$ cat src/rtl/core/assert_macros.svh
// Assertion macros shared by the square root RTL.
`ifndef ASSERT_MACROS_SVH
`define ASSERT_MACROS_SVH

// Plain property, checked at every rising clock edge outside reset.
`define NSR_ASSERT(lbl, clk, rst_n, prop, msg) \
  lbl: assert property (@(posedge clk) disable iff (!rst_n) (prop)) else $error(msg);

// Implication: when ante holds, cons must hold in the same cycle.
`define NSR_ASSERT_IMPL(lbl, clk, rst_n, ante, cons, msg) \
  lbl: assert property (@(posedge clk) disable iff (!rst_n) (ante) |-> (cons)) else $error(msg);

// Implication: when ante holds, cons must hold in the next cycle.
`define NSR_ASSERT_NEXT(lbl, clk, rst_n, ante, cons, msg) \
  lbl: assert property (@(posedge clk) disable iff (!rst_n) (ante) |=> (cons)) else $error(msg);

`endif

$ cat src/rtl/core/nsr_pkg.sv
// Package: widths, constants and controller/datapath interface types.
package nsr_pkg;

  localparam int DATA_W         = 32;
  localparam int FRAC_W         = 16;
  localparam int ROOT_W         = 25;
  localparam int TOL_W          = 16;
  localparam int MAG_W          = DATA_W - 1;
  localparam int DIVIDEND_W     = MAG_W + FRAC_W;
  localparam int DIV_STEPS      = DIVIDEND_W;
  localparam int CNT_W          = $clog2(DIV_STEPS);
  localparam int MAX_ITERATIONS = 32;
  localparam int ITER_W         = $clog2(MAX_ITERATIONS + 1);

  localparam logic [DATA_W-1:0] ONE_Q16        = 32'h0001_0000;
  localparam logic [ROOT_W-1:0] MINUS_ONE_ROOT = 25'h1FF_0000;
  localparam logic [TOL_W-1:0]  TOL_RESET      = 16'd1;

  typedef enum logic [2:0] {
    ST_IDLE,
    ST_DIV,
    ST_STEP,
    ST_CHECK,
    ST_FIN
  } nsr_state_e;

  // Commands from controller to datapath
  typedef struct packed {
    logic load;      // take the input beat, set up first division
    logic div_step;  // one restoring division step
    logic step;      // form the next guess
    logic finish;    // capture the result
    logic advance;   // next guess becomes the guess, restart division
    logic emit;      // move the result into the output register
  } nsr_cmd_t;

  // Status from datapath to controller
  typedef struct packed {
    logic special;   // input needs no iteration
    logic div_last;  // final division step in progress
    logic conv;      // guess change within tolerance
    logic cap;       // iteration cap reached
    logic out_free;  // output register can take a result
  } nsr_stat_t;

endpackage

$ cat src/rtl/core/nsr_ctrl.sv
// Controller state machine for the Newton square root.
`include "assert_macros.svh"

module nsr_ctrl (
  input  logic              clk_i,
  input  logic              rst_ni,
  input  logic              in_valid_i,
  output logic              in_stall_o,
  output logic              cfg_ready_o,
  input  nsr_pkg::nsr_stat_t stat_i,
  output nsr_pkg::nsr_cmd_t  cmd_o
);

  nsr_pkg::nsr_state_e state_q, state_d;

  // State register
  always_ff @(posedge clk_i or negedge rst_ni) begin
    if (!rst_ni) begin
      state_q <= nsr_pkg::ST_IDLE;
    end else begin
      state_q <= state_d;
    end
  end

  // Next state
  always_comb begin
    state_d = state_q;
    unique case (state_q)
      nsr_pkg::ST_IDLE: begin
        if (in_valid_i) begin
          state_d = stat_i.special ? nsr_pkg::ST_FIN : nsr_pkg::ST_DIV;
        end
      end
      nsr_pkg::ST_DIV: begin
        if (stat_i.div_last) begin
          state_d = nsr_pkg::ST_STEP;
        end
      end
      nsr_pkg::ST_STEP: begin
        state_d = nsr_pkg::ST_CHECK;
      end
      nsr_pkg::ST_CHECK: begin
        state_d = (stat_i.conv || stat_i.cap) ? nsr_pkg::ST_FIN : nsr_pkg::ST_DIV;
      end
      nsr_pkg::ST_FIN: begin
        if (stat_i.out_free) begin
          state_d = nsr_pkg::ST_IDLE;
        end
      end
      default: begin
        state_d = nsr_pkg::ST_IDLE;
      end
    endcase
  end

  // Outputs
  always_comb begin
    cmd_o       = '0;
    in_stall_o  = 1'b1;
    cfg_ready_o = 1'b0;
    unique case (state_q)
      nsr_pkg::ST_IDLE: begin
        in_stall_o  = 1'b0;
        cfg_ready_o = 1'b1;
        cmd_o.load  = in_valid_i;
      end
      nsr_pkg::ST_DIV: begin
        cmd_o.div_step = 1'b1;
      end
      nsr_pkg::ST_STEP: begin
        cmd_o.step = 1'b1;
      end
      nsr_pkg::ST_CHECK: begin
        cmd_o.finish  = stat_i.conv || stat_i.cap;
        cmd_o.advance = !(stat_i.conv || stat_i.cap);
      end
      nsr_pkg::ST_FIN: begin
        cmd_o.emit = stat_i.out_free;
      end
      default: begin
        cmd_o = '0;
      end
    endcase
  end

  `NSR_ASSERT_NEXT(a_div_to_step, clk_i, rst_ni,
    state_q == nsr_pkg::ST_DIV && stat_i.div_last, state_q == nsr_pkg::ST_STEP,
    "division end did not lead to the step state")
  `NSR_ASSERT_NEXT(a_check_done, clk_i, rst_ni,
    state_q == nsr_pkg::ST_CHECK && (stat_i.conv || stat_i.cap), state_q == nsr_pkg::ST_FIN,
    "finished iteration did not go to result hand-off")

endmodule

$ cat src/rtl/core/nsr_dpath.sv
// Datapath: radix-2 restoring divider, Newton update, convergence check, output register.
`include "assert_macros.svh"

module nsr_dpath (
  input  logic                              clk_i,
  input  logic                              rst_ni,
  input  nsr_pkg::nsr_cmd_t                 cmd_i,
  output nsr_pkg::nsr_stat_t                stat_o,
  input  logic signed [nsr_pkg::DATA_W-1:0] value_i,
  input  logic                              cfg_we_i,
  input  logic [nsr_pkg::TOL_W-1:0]         tolerance_lsb_i,
  input  logic                              out_stall_i,
  output logic                              out_valid_o,
  output logic signed [nsr_pkg::ROOT_W-1:0] root_o,
  output logic                              capped_o
);

  // Control registers
  logic [nsr_pkg::TOL_W-1:0]  tol_q;
  logic [nsr_pkg::ITER_W-1:0] iter_q;
  logic [nsr_pkg::CNT_W-1:0]  cnt_q;
  logic                       out_vld_q;

  // Payload registers
  logic [nsr_pkg::MAG_W-1:0]      value_q;
  logic [nsr_pkg::DATA_W-1:0]     guess_q;
  logic [nsr_pkg::DATA_W-1:0]     next_q;
  logic [nsr_pkg::DATA_W-1:0]     rem_q;
  logic [nsr_pkg::DIVIDEND_W-1:0] dq_q;
  logic [nsr_pkg::ROOT_W-1:0]     res_root_q;
  logic                           res_cap_q;
  logic [nsr_pkg::ROOT_W-1:0]     out_root_q;
  logic                           out_cap_q;

  logic                           special;
  logic [nsr_pkg::DATA_W-1:0]     first_guess;
  logic [nsr_pkg::DATA_W-1:0]     divisor;
  logic [nsr_pkg::DATA_W:0]       rem_sh;
  logic                           ge;
  logic [nsr_pkg::DATA_W:0]       rem_sub;
  logic [nsr_pkg::DIVIDEND_W:0]   sum;
  logic [nsr_pkg::DATA_W-1:0]     diff;
  logic                           conv;
  logic                           cap;
  logic                           out_free;

  // Input classification and starting guess
  assign special = value_i[nsr_pkg::DATA_W-1] || (value_i == '0) ||
                   (value_i == nsr_pkg::ONE_Q16);
  assign first_guess = (value_i > nsr_pkg::ONE_Q16) ? value_i : nsr_pkg::ONE_Q16;

  // One restoring division step; a zero guess divides by one
  assign divisor = (guess_q == '0) ? nsr_pkg::DATA_W'(1) : guess_q;
  assign rem_sh  = {rem_q, dq_q[nsr_pkg::DIVIDEND_W-1]};
  assign ge      = rem_sh >= {1'b0, divisor};
  assign rem_sub = rem_sh - {1'b0, divisor};

  // Newton update: average of guess and quotient
  assign sum = {{(nsr_pkg::DIVIDEND_W + 1 - nsr_pkg::DATA_W){1'b0}}, guess_q} + {1'b0, dq_q};

  // Convergence and cap
  assign diff = (guess_q > next_q) ? (guess_q - next_q) : (next_q - guess_q);
  assign conv = diff <= {{(nsr_pkg::DATA_W - nsr_pkg::TOL_W){1'b0}}, tol_q};
  assign cap  = iter_q >= nsr_pkg::ITER_W'(nsr_pkg::MAX_ITERATIONS);

  assign out_free = !out_vld_q || !out_stall_i;

  always_comb begin
    stat_o          = '0;
    stat_o.special  = special;
    stat_o.div_last = cnt_q == nsr_pkg::CNT_W'(nsr_pkg::DIV_STEPS - 1);
    stat_o.conv     = conv;
    stat_o.cap      = cap;
    stat_o.out_free = out_free;
  end

  // Control state
  always_ff @(posedge clk_i or negedge rst_ni) begin
    if (!rst_ni) begin
      tol_q     <= nsr_pkg::TOL_RESET;
      iter_q    <= '0;
      cnt_q     <= '0;
      out_vld_q <= 1'b0;
    end else begin
      if (cfg_we_i) begin
        tol_q <= tolerance_lsb_i;
      end
      if (cmd_i.load) begin
        iter_q <= nsr_pkg::ITER_W'(1);
      end else if (cmd_i.advance) begin
        iter_q <= iter_q + nsr_pkg::ITER_W'(1);
      end
      if (cmd_i.load || cmd_i.advance) begin
        cnt_q <= '0;
      end else if (cmd_i.div_step) begin
        cnt_q <= cnt_q + nsr_pkg::CNT_W'(1);
      end
      if (cmd_i.emit) begin
        out_vld_q <= 1'b1;
      end else if (!out_stall_i) begin
        out_vld_q <= 1'b0;
      end
    end
  end

  // Payload
  always_ff @(posedge clk_i) begin
    if (cmd_i.load) begin
      value_q <= value_i[nsr_pkg::MAG_W-1:0];
      guess_q <= first_guess;
      rem_q   <= '0;
      dq_q    <= {value_i[nsr_pkg::MAG_W-1:0], {nsr_pkg::FRAC_W{1'b0}}};
      if (value_i[nsr_pkg::DATA_W-1]) begin
        res_root_q <= nsr_pkg::MINUS_ONE_ROOT;
      end else begin
        res_root_q <= value_i[nsr_pkg::ROOT_W-1:0];
      end
      res_cap_q <= 1'b0;
    end else if (cmd_i.div_step) begin
      rem_q <= ge ? rem_sub[nsr_pkg::DATA_W-1:0] : rem_sh[nsr_pkg::DATA_W-1:0];
      dq_q  <= {dq_q[nsr_pkg::DIVIDEND_W-2:0], ge};
    end else if (cmd_i.step) begin
      next_q <= sum[nsr_pkg::DATA_W:1];
    end else if (cmd_i.finish) begin
      res_root_q <= next_q[nsr_pkg::ROOT_W-1:0];
      res_cap_q  <= !conv;
    end else if (cmd_i.advance) begin
      guess_q <= next_q;
      rem_q   <= '0;
      dq_q    <= {value_q, {nsr_pkg::FRAC_W{1'b0}}};
    end
    if (cmd_i.emit) begin
      out_root_q <= res_root_q;
      out_cap_q  <= res_cap_q;
    end
  end

  assign out_valid_o = out_vld_q;
  assign root_o      = out_root_q;
  assign capped_o    = out_cap_q;

  `NSR_ASSERT(a_iter_bound, clk_i, rst_ni,
    iter_q <= nsr_pkg::ITER_W'(nsr_pkg::MAX_ITERATIONS),
    "iteration count passed the cap")
  `NSR_ASSERT_IMPL(a_emit_free, clk_i, rst_ni, cmd_i.emit, out_free,
    "result loaded over an undelivered beat")

endmodule

$ cat src/rtl/core/newton_square_root.sv
// Top level: Newton-Raphson square root in signed Q16.16.
//
//   channel  direction  handshake              payload
//   in       input      in_valid_i/in_stall_o    value_i (32 b signed)
//   out      output     out_valid_o/out_stall_i  root_o (25 b signed), capped_o
//   cfg      input      cfg_valid_i/cfg_ready_o  tolerance_lsb_i (16 b)
//
// Negative, zero and exactly-one inputs skip the iteration and go straight to the result.
// Otherwise each Newton step runs the 47-step restoring divider, then the update and the
// check, until the guess change is within tolerance or the iteration cap is reached.
// One item at a time; the next input beat is taken while a result waits.
// Reset sets the tolerance to one LSB; cfg writes are taken only when idle.
`include "assert_macros.svh"

module newton_square_root (
  input  logic                              clk_i,
  input  logic                              rst_ni,
  input  logic                              in_valid_i,
  output logic                              in_stall_o,
  input  logic signed [nsr_pkg::DATA_W-1:0] value_i,
  output logic                              out_valid_o,
  input  logic                              out_stall_i,
  output logic signed [nsr_pkg::ROOT_W-1:0] root_o,
  output logic                              capped_o,
  input  logic                              cfg_valid_i,
  output logic                              cfg_ready_o,
  input  logic [nsr_pkg::TOL_W-1:0]         tolerance_lsb_i
);

  nsr_pkg::nsr_cmd_t  cmd;
  nsr_pkg::nsr_stat_t stat;

  nsr_ctrl u_ctrl (
    .clk_i       (clk_i),
    .rst_ni      (rst_ni),
    .in_valid_i  (in_valid_i),
    .in_stall_o  (in_stall_o),
    .cfg_ready_o (cfg_ready_o),
    .stat_i      (stat),
    .cmd_o       (cmd)
  );

  nsr_dpath u_dpath (
    .clk_i           (clk_i),
    .rst_ni          (rst_ni),
    .cmd_i           (cmd),
    .stat_o          (stat),
    .value_i         (value_i),
    .cfg_we_i        (cfg_valid_i && cfg_ready_o),
    .tolerance_lsb_i (tolerance_lsb_i),
    .out_stall_i     (out_stall_i),
    .out_valid_o     (out_valid_o),
    .root_o          (root_o),
    .capped_o        (capped_o)
  );

  `NSR_ASSERT_IMPL(a_cap_positive, clk_i, rst_ni, out_valid_o && capped_o,
    !root_o[nsr_pkg::ROOT_W-1], "capped result carries the negative-input code")
  `NSR_ASSERT_NEXT(a_busy_after_accept, clk_i, rst_ni, in_valid_i && !in_stall_o, in_stall_o,
    "second beat accepted while one is in progress")

endmodule

$ cat config.mk
export PLATFORM = sky130hd
export DESIGN_NAME = newton_square_root
export DESIGN_NICKNAME = d
export VERILOG_FILES = /design/src/rtl/core/nsr_pkg.sv /design/src/rtl/core/nsr_ctrl.sv /design/src/rtl/core/nsr_dpath.sv /design/src/rtl/core/newton_square_root.sv
export VERILOG_INCLUDE_DIRS = /design/src /design/src/rtl/core
export SDC_FILE = /design/constraint.sdc
export NUM_CORES = 1
export LEC_CHECK = 0
export CORE_MARGIN = 10
export CORE_UTILIZATION = 45
export DETAILED_ROUTE_END_ITERATION = 10
export DONT_BUFFER_PORTS = 1
export PLACE_DENSITY_LB_ADDON = 0.12
export SLEW_MARGIN = 40
export SYNTH_ARGS = -nofsm -noshare
export SYNTH_HDL_FRONTEND = slang
export SYNTH_SLANG_ARGS = --single-unit
$ cat constraint.sdc
create_clock -name clk_i -period 9.27 [get_ports clk_i]
set_input_delay 1.854 -clock clk_i [delete_from_list [all_inputs] [get_ports clk_i]]
set_output_delay 1.854 -clock clk_i [all_outputs]
set_load 0.05 [all_outputs]
==> results.json, run 1 <==
{
  "vias": 13900,
  "vias_per_cell": 5.93,
  "gp_congestion": 0.911,
  "fmax_mhz": 135,
  "synthArstFlopShare_pct": 12.4,
  "path_class": "flop to flop",
  "critPathRequiredTime_ns": 9.56,
  "drv_slew": 0,
  "synth_common_cells": "177 x edfxtp_1, 176 x nand2_1, 156 x inv_1",
  "synth-seq-cells": 258,
  "grt_antenna_before_repair": 1,
  "fillCellCount": 3671,
  "start_util_pct": 45.4,
  "post_cts_buffers": 0,
  "area_growth_pct": 8.32,
  "dpl-instance-area_sq_um": 17900,
  "num_io_pins": 82,
  "synth_area_leaders": "edfxtp_1 30%, ha_1 10%, dfxtp_1 5.6%",
  "setup-violations-final": 0,
  "postLayoutCellArea_sq_um": 19000,
  "ys_warn_count": 0,
  "grt_max_degree": 80,
  "synth_area_sq_um": 17500,
  "path_clk_slew_ns": 0.06,
  "dieArea_sq_um": 47200,
  "rows": 72,
  "grt_pass1_vias": 13400,
  "grt_pass1_wl_microns": 79400,
  "relSlewSlack_pct": 45.8,
  "drt_iter0_drc": 1175,
  "fin_ws_ns": 1.84,
  "cp.arrival_ns": 7.72,
  "start_kind": "flop",
  "syn-mean-instance-area_sq_um": 9.56,
  "cts_tree": "yes",
  "synth_top_family_by_area": "compound AO/OA/AOI/OAI gates",
  "yosysUniqueCellTypes": 87,
  "nets": 2000,
  "tns_ns": 0,
  "final.min_clock_period_ns": 7.43,
  "drv_cap": 0,
  "fin_worst_skew_ns": 0.0115,
  "cts_hold_buf": 0,
  "track_usage_pct": 21.3,
  "netlist_instances": 1831,
  "min_path_type": "flop to flop",
  "layout-drive-gt1-share_pct": 9.77,
  "synth_top_area_cell": "edfxtp_1",
  "ys.flop_type": "edfxtp_1",
  "dr.pass1.iters": 5,
  "htreeDepth": 1,
  "cts_root_buf": "clkbuf_16",
  "cts_sinks": 258,
  "hpwl_microns": 39900,
  "grt-ovfl-total": 0,
  "post-route-period-util_pct": 80.1,
  "muxShareOfSynthArea_pct": 2.44,
  "outcome": "completed",
  "tightestPinTransition_ns": 0.813,
  "fin_util_pct": 49.2,
  "die_h_microns": 217,
  "critPathMaxFanout": 47,
  "yosysMostFrequentCell": "edfxtp_1",
  "synth_simple_gate_area_share_pct": 13.2,
  "io_buffers": 0,
  "synth-adder-area-share_pct": 10.9,
  "synth_nets": 2034,
  "die_w_microns": 217,
  "wirelength_microns": 51700,
  "route.detailed.drc": 0,
  "ant_nets": 0,
  "synth-edff-count": 177,
  "yosys.area_share.xor_xnor_pct": 4.10,
  "synth-compound-area-share_pct": 22.6,
  "hold_viol": 0,
  "cts_resized": 0,
  "clock_path_buffers": 3,
  "rsz0062_at_grt": "false",
  "cts_buffers": 31,
  "synth_top_area_share_pct": 30.4,
  "n_antenna_cell": 0,
  "clock_latency_ns": 0.59,
  "avgRoutedWirePerCell_microns": 22.1,
  "endpoint_kind": "flop",
  "preCtsSetupSlack_ns": 1.92,
  "coreArea_sq_um": 38600,
  "ys_seq_area_share_pct": 40.5
}
-- cells by family after synthesis --
logic type      count (synthesis)
compound gates                590
xor+xnor                       82
fa+ha+maj                     150
buf+inv                       239
flops                         258
mux                            40
simple gates                  472
-- worst max-delay path: stages, from the launching register on --
cell	delay, ns
edfxtp_1	0.50
inv_1	0.15
ha_1	0.21
inv_1	0.07
fa_1	0.39
a21o_1	0.19
a21oi_1	0.27
o21ba_2	0.20
o21bai_1	0.15
a2bb2oi_4	0.60
buf_4	0.39
mux2i_1	0.29
a21oi_1	0.12
xnor2_1	0.14
ha_1	0.20
a21o_1	0.18
a21o_1	0.19
a21oi_1	0.14
nand3_1	0.10
o211ai_1	0.48
and4_1	0.29
o211ai_1	0.10
or4_4	0.54
o21ai_4	0.29
buf_4	0.50
nand2_1	0.10
buf_4	0.30
-- routing by layer --
metal	vias up	track usage (%)	share of wire, %
met5	-	0	0.025
met4	2	6.06	2.8
met3	86	3.55	6.0
met2	397	33.9	45
met1	6687	29.4	46
li1	6704	-	-
-- final cells by class --
| cell class | count | area, sq um | area share (%) |
|---|---|---|---|
| well taps | 518 | 648 | 3.42 |
| clock inverters | 19 | 259 | 1.37 |
| repair buffers | 16 | 139 | 0.732 |
| inverters | 156 | 587 | 3.09 |
| clock buffers | 39 | 846 | 4.46 |
| flip-flops and latches | 258 | 7100 | 37.4 |
| multi-input cells | 1334 | 9390 | 49.5 |
-- state kept, by name, summed over array words and instances, names as in the netlist --
register,count
u_dpath.out_valid_o,1
u_dpath.capped_o,1
u_dpath.next_q,32
u_dpath.cnt_q,6
u_dpath.guess_q,32
u_dpath.root_o,25
u_dpath.tol_q,16
u_dpath.res_cap_q,1
u_dpath.value_q,31
u_ctrl.state_q,3
u_dpath.res_root_q,25
u_dpath.dq_q,47
u_dpath.iter_q,6
u_dpath.rem_q,32
-- path summary, 6_finish.rpt --
kind	start	cells after the start	to	slack, ns
setup / recovery	u_dpath.guess_q[0]$_DFFE_PP_	26	u_dpath.dq_q[22]$_DFFE_PP_	1.84
hold / removal	u_dpath.res_root_q[3]$_DFFE_PP_	0	u_dpath.root_o[3]$_DFFE_PP_	0.42
setup reg to reg	u_dpath.guess_q[0]$_DFFE_PP_	26	u_dpath.dq_q[22]$_DFFE_PP_	1.84
hold reg to reg	u_dpath.res_root_q[3]$_DFFE_PP_	0	u_dpath.root_o[3]$_DFFE_PP_	0.42
max in group asynchronous	rst_ni	0	u_dpath.tol_q[0]$_DFFE_PN1P_	8.13
min in group asynchronous	rst_ni	0	u_dpath.tol_q[2]$_DFFE_PN0P_	0.96
-- cells in the final DEF, fill, tap and decap left out, types with 24 or more instances in the layout --
master and count:
nor2_1 79, edfxtp_1 177, a21o_1 57, nor3_1 30
dfrtp_1 31, a21oi_1 148, nand2_1 176, ha_1 146
xor2_1 32, o21ai_0 138, inv_1 155, clkbuf_16 31
nand2b_1 24, nand3_1 24, a32o_2 42, xnor2_1 50
dfxtp_1 49, nand4_1 36
-- stage by stage --
step           hold slack (ns)  std cells
6_report                 0.419       2340
5_1_grt                  0.425       2340
4_1_cts                  0.421       2340
3_5_place_dp             0.405       2282
3_3_place_gp             0.401       2280
2_1_floorplan            0.400       1831
Power of run 1 is left out: the tool's default activity adds up to more than one toggle a clock period on the data nets, which glitch-free logic cannot reach.
==> run 2: changes to the inputs <==
- clock period: 9.27 -> 6.7 ns (I/O delays scaled with it)
==> results.json, run 2 (same netlist as run 1, synthesis figures left out) <==
{
  "regMostFlops": "u_dpath.dq_q",
  "rows": 72,
  "htreeDepth": 1,
  "critPathMaxFanout": 32,
  "outcome": "completed",
  "wirelength_microns": 51800,
  "coreArea_sq_um": 38600,
  "fmax_mhz": 161,
  "path_class": "flop to flop",
  "cts_root_buf": "clkbuf_16",
  "vias_per_cell": 5.88,
  "dr.pass1.iters": 5,
  "clock_path_buffers": 3,
  "fin_worst_skew_ns": 0.0230,
  "nets": 2022,
  "n_antenna_cell": 0,
  "post_cts_buffers": 0,
  "grt_antenna_before_repair": 0,
  "relSlewSlack_pct": 51.4,
  "tns_ns": 0,
  "die_h_microns": 217,
  "start_kind": "flop",
  "start_util_pct": 45.4,
  "track_usage_pct": 21.5,
  "die_w_microns": 217,
  "cts_resized": 0,
  "layout-drive-gt1-share_pct": 10.4,
  "drt_iter0_drc": 1177,
  "layout_commonest_cell": "edfxtp_1",
  "drv_cap": 0,
  "final_cell_mix": "177 x edfxtp_1, 176 x nand2_1, 155 x inv_1, 148 x a21oi_1, 146 x ha_1",
  "post-route-period-util_pct": 92.6,
  "grt_pass1_vias": 13500,
  "vias": 13900,
  "ant_nets": 0,
  "cp.arrival_ns": 6.53,
  "area_growth_pct": 8.79,
  "clock_latency_ns": 0.60,
  "endpoint_kind": "flop",
  "dieArea_sq_um": 47200,
  "grt_max_degree": 67,
  "tightestPinTransition_ns": 0.722,
  "critPathRequiredTime_ns": 7.03,
  "rsz0062_at_grt": "false",
  "num_io_pins": 82,
  "hpwl_microns": 39900,
  "final.min_clock_period_ns": 6.20,
  "largest_reg_flops": 47,
  "avgRoutedWirePerCell_microns": 22.0,
  "cts_hold_buf": 0,
  "cts_tree": "yes",
  "route.detailed.drc": 0,
  "grt_pass1_wl_microns": 80100,
  "gp_congestion": 0.919,
  "setup-violations-final": 0,
  "drv_slew": 0,
  "io_buffers": 0,
  "min_path_type": "flop to flop",
  "hold_viol": 0,
  "cts_sinks": 258,
  "cts_buffers": 30,
  "path_clk_slew_ns": 0.06,
  "grt-ovfl-total": 0
}
run 2: changes by cell type in the layout (fill, tap and decap cells not counted), moves of 2 or more:
| cell | before | now |
|---|---|---|
| buf_8 | 2 | 0 |
| clkbuf_1 | 4 | 7 |
| buf_4 | 13 | 34 |
| clkinv_4 | 4 | 2 |
| clkinv_1 | 0 | 2 |
| inv_6 | 3 | 1 |
| clkbuf_8 | 4 | 2 |
| bufinv_16 | 5 | 1 |
| clkinv_2 | 4 | 6 |
| buf_12 | 0 | 4 |
run 2: worst paths after layout:
check,slack (ns),cells past startpoint,end,from
min in group asynchronous,0.43,0,u_ctrl.state_q[2]$_DFFE_PN0P_,rst_ni
worst max register to register,0.50,24,u_dpath.guess_q[6]$_DFFE_PP_,u_dpath.guess_q[0]$_DFFE_PP_
worst min register to register,0.42,0,u_dpath.root_o[14]$_DFFE_PP_,u_dpath.res_root_q[14]$_DFFE_PP_
max in group asynchronous,6.08,0,u_dpath.tol_q[0]$_DFFE_PN1P_,rst_ni
worst min-delay path,0.42,0,u_dpath.root_o[14]$_DFFE_PP_,u_dpath.res_root_q[14]$_DFFE_PP_
worst max-delay path,0.50,24,u_dpath.guess_q[6]$_DFFE_PP_,u_dpath.guess_q[0]$_DFFE_PP_
run 2: worst max-delay path: stages, from the launching register on:
cell,delay (ns)
edfxtp_1,0.48
inv_1,0.12
ha_1,0.17
inv_1,0.05
fa_1,0.40
a21o_1,0.19
a21oi_1,0.25
o21ba_2,0.18
o21bai_1,0.15
a2bb2oi_4,0.53
mux2i_1,0.37
a21oi_1,0.13
xnor2_1,0.14
ha_1,0.18
a21o_1,0.18
a21o_1,0.19
a21oi_1,0.14
nand3_1,0.10
o211ai_1,0.38
and4_1,0.27
o211ai_1,0.12
or4_4,0.56
o21ai_4,0.30
nand2_1,0.14
buf_12,0.20
run 2: routing by layer:
metal / track usage [%] / wire, microns / vias to the layer above
li1: - / - / 6745
met1: 29.9 / 23900 / 6667
met2: 33.9 / 23300 / 407
met3: 3.36 / 3120 / 66
met4: 6.34 / 1500 / 0
met5: 0 / 0 / -
run 2: per-stage QoR:
step,worst slack [ns],utilization (%),cell area (sq um),instances,hold WS (ns)
finish,0.499,49.4,19000,2361,0.419
detailed placement,0.528,46.9,18100,2305,0.406
global placement,0.596,46.8,18000,2303,0.403
global route,0.0216,49.4,19000,2361,0.405
floorplan,0.373,-,17500,1831,0.400
CTS,0.492,49.4,19000,2361,0.410
run 2: cell type report:
| class | count | area, sq um |
|---|---|---|
| inverter | 156 | 587 |
| timing repair buffer | 39 | 363 |
| sequential | 258 | 7100 |
| clock inverter | 16 | 139 |
| multi-input combinational | 1334 | 9390 |
| tap | 518 | 648 |
| clock buffer | 40 | 830 |
| fill | 3637 | 19500 |
Power of run 2 is left out for the same reason.
==> run 3: changes to the inputs <==
- CORE_UTILIZATION: 45 -> 55
==> results.json, run 3 (same netlist as run 1, synthesis figures left out) <==
{
  "tightestPinTransition_ns": 0.739,
  "drv_slew": 0,
  "io_buffers": 0,
  "final_cell_mix": "177 x edfxtp_1, 176 x nand2_1, 155 x inv_1, 148 x a21oi_1, 146 x ha_1",
  "post_cts_buffers": 0,
  "post-route-period-util_pct": 95.5,
  "dr.pass1.iters": 6,
  "setup-violations-final": 0,
  "fin_worst_skew_ns": 0.0295,
  "drt_iter0_drc": 1360,
  "use_met2_pct": 41.7,
  "start_util_pct": 55.6,
  "path_clk_slew_ns": 0.06,
  "clock_path_buffers": 3,
  "endpoint_kind": "flop",
  "vias_per_cell": 6.32,
  "cpMaxStageDelayCell": "a2bb2oi_4",
  "min-delay-start": "u_dpath.res_root_q[13]$_DFFE_PP_",
  "place_inst": 2188,
  "final.min_clock_period_ns": 6.40,
  "fillCellCount": 2732,
  "cts_buffers": 29,
  "route.detailed.drc": 0,
  "cpPeakStageDelay_ns": 0.62,
  "grt_util_met3_pct": 3.33,
  "grt_pass1_vias": 13400,
  "fin_cells": 2242,
  "ant_nets": 0,
  "die_w_microns": 198,
  "cp_top_family": "compound AO/OA/AOI/OAI gates",
  "relSlewSlack_pct": 50.5,
  "nets": 2020,
  "htreeDepth": 1,
  "start_kind": "flop",
  "grt_pass1_wl_microns": 78000,
  "area_growth_pct": 7.50,
  "grt-busiest-layer": "met2",
  "cts_tree": "yes",
  "dieArea_sq_um": 39400,
  "rows": 65,
  "drv_cap": 0,
  "crit_buf_inv": 3,
  "track_usage_pct": 25.2,
  "startpoint": "u_dpath.guess_q[0]$_DFFE_PP_",
  "ff2ff_path_depth": 24,
  "gp_congestion": 0.928,
  "layout-drive-gt1-share_pct": 10.2,
  "regMostFlops": "u_dpath.dq_q",
  "holdPathStages": 0,
  "gr-usage-met1_pct": 35.0,
  "cts_root_buf": "clkbuf_16",
  "grt-ovfl-total": 0,
  "cp.arrival_ns": 6.64,
  "critPathRequiredTime_ns": 6.94,
  "die_h_microns": 198,
  "cts_sinks": 258,
  "cts_resized": 0,
  "path_class": "flop to flop",
  "hold_viol": 0,
  "rsz0062_at_grt": "false",
  "grt_max_degree": 81,
  "tns_ns": 0,
  "layout_commonest_cell": "edfxtp_1",
  "path_cells": "inv_1 -> ha_1 -> inv_1 -> fa_1 -> a21o_1 -> a21oi_1 -> o21ba_2 -> o21bai_1 -> a2bb2oi_4 -> mux2i_1 -> a21oi_1 -> xnor2_1 -> ha_1 -> a21o_1 -> a21o_1 -> a21oi_1 -> nand3_1 -> o211ai_1 -> and4_1 -> o211ai_1 -> or4_4 -> o21ai_4 -> nand2_1 -> buf_4",
  "largest_reg_flops": 47,
  "grt_antenna_before_repair": 0,
  "cts_hold_buf": 0,
  "r2r-start": "u_dpath.guess_q[0]$_DFFE_PP_",
  "timing.rr.end": "u_dpath.guess_q[19]$_DFFE_PP_",
  "clock_latency_ns": 0.56,
  "min_to": "u_dpath.root_o[13]$_DFFE_PP_",
  "vias": 14200,
  "wirelength_microns": 50200,
  "hold_ws_ns": 0.417,
  "r2r_setup_slack_ns": 0.30,
  "coreArea_sq_um": 31500,
  "fmax_mhz": 156,
  "critPathMaxFanout": 32,
  "outcome": "completed",
  "hpwl_microns": 38400,
  "num_io_pins": 82,
  "min_path_type": "flop to flop",
  "avgRoutedWirePerCell_microns": 22.4
}
[run 3: cell types whose count changed in the layout (fill, tap and decap cells not counted), sizes merged]
cell | before | now
bufinv | 1 | 3
diode | 0 | 1
clkbuf | 40 | 38
clkinv | 11 | 9
inv | 157 | 156
buf | 39 | 38
[run 3: per-stage QoR]
stage	cell area, sq um	worst slack [ns]	util, %
after global placement	17900	0.555	56.7
final	18800	0.301	59.8
after CTS	18800	0.376	59.8
after global routing	18800	0.111	59.8
after floorplan	17500	0.373	-
after detailed placement	17900	0.437	56.8
[run 3: how the worst max path moves through the flow]
stage / depth (start not counted) / endpoint / slack [ns]
finish: 24 / u_dpath.guess_q[19]$_DFFE_PP_ / 0.30
global route: 25 / u_dpath.guess_q[19]$_DFFE_PP_ / 0.11
CTS: 24 / u_dpath.guess_q[19]$_DFFE_PP_ / 0.38
detailed placement: 24 / u_dpath.guess_q[3]$_DFFE_PP_ / 0.44
global placement: 25 / u_dpath.guess_q[2]$_DFFE_PP_ / 0.56
floorplan: 24 / u_dpath.res_root_q[0]$_DFFE_PP_ / 0.37
[run 3: layer usage]
metal	up-vias	routed length, microns	share of wire (%)
li1	6758	-	-
met1	6846	22100	44
met2	495	23600	47
met3	60	3560	7.1
met4	0	873	1.7
met5	-	0	0
[run 3: layout make-up]
class / count / area, sq um / share of cell area, %
multi-input combinational: 1334 / 9390 / 49.9
inverter: 156 / 587 / 3.12
clock inverter: 15 / 163 / 0.864
timing repair buffer: 38 / 317 / 1.68
antenna: 1 / 2.50 / 0.0133
tap: 402 / 503 / 2.67
sequential: 258 / 7100 / 37.7
clock buffer: 38 / 769 / 4.09
[run 3: worst reg2reg max path, cell delays in order, from the launching register on]
cell and delay, ns:
edfxtp_1 0.46, inv_1 0.11, ha_1 0.18, inv_1 0.06, fa_1 0.40, a21o_1 0.19, a21oi_1 0.25, o21ba_2 0.19
o21bai_1 0.14, a2bb2oi_4 0.62, mux2i_1 0.39, a21oi_1 0.14, xnor2_1 0.14, ha_1 0.18, a21o_1 0.17, a21o_1 0.19
a21oi_1 0.14, nand3_1 0.08, o211ai_1 0.41, and4_1 0.27, o211ai_1 0.12, or4_4 0.56, o21ai_4 0.29, nand2_1 0.09
buf_4 0.28
Power of run 3 is left out for the same reason.
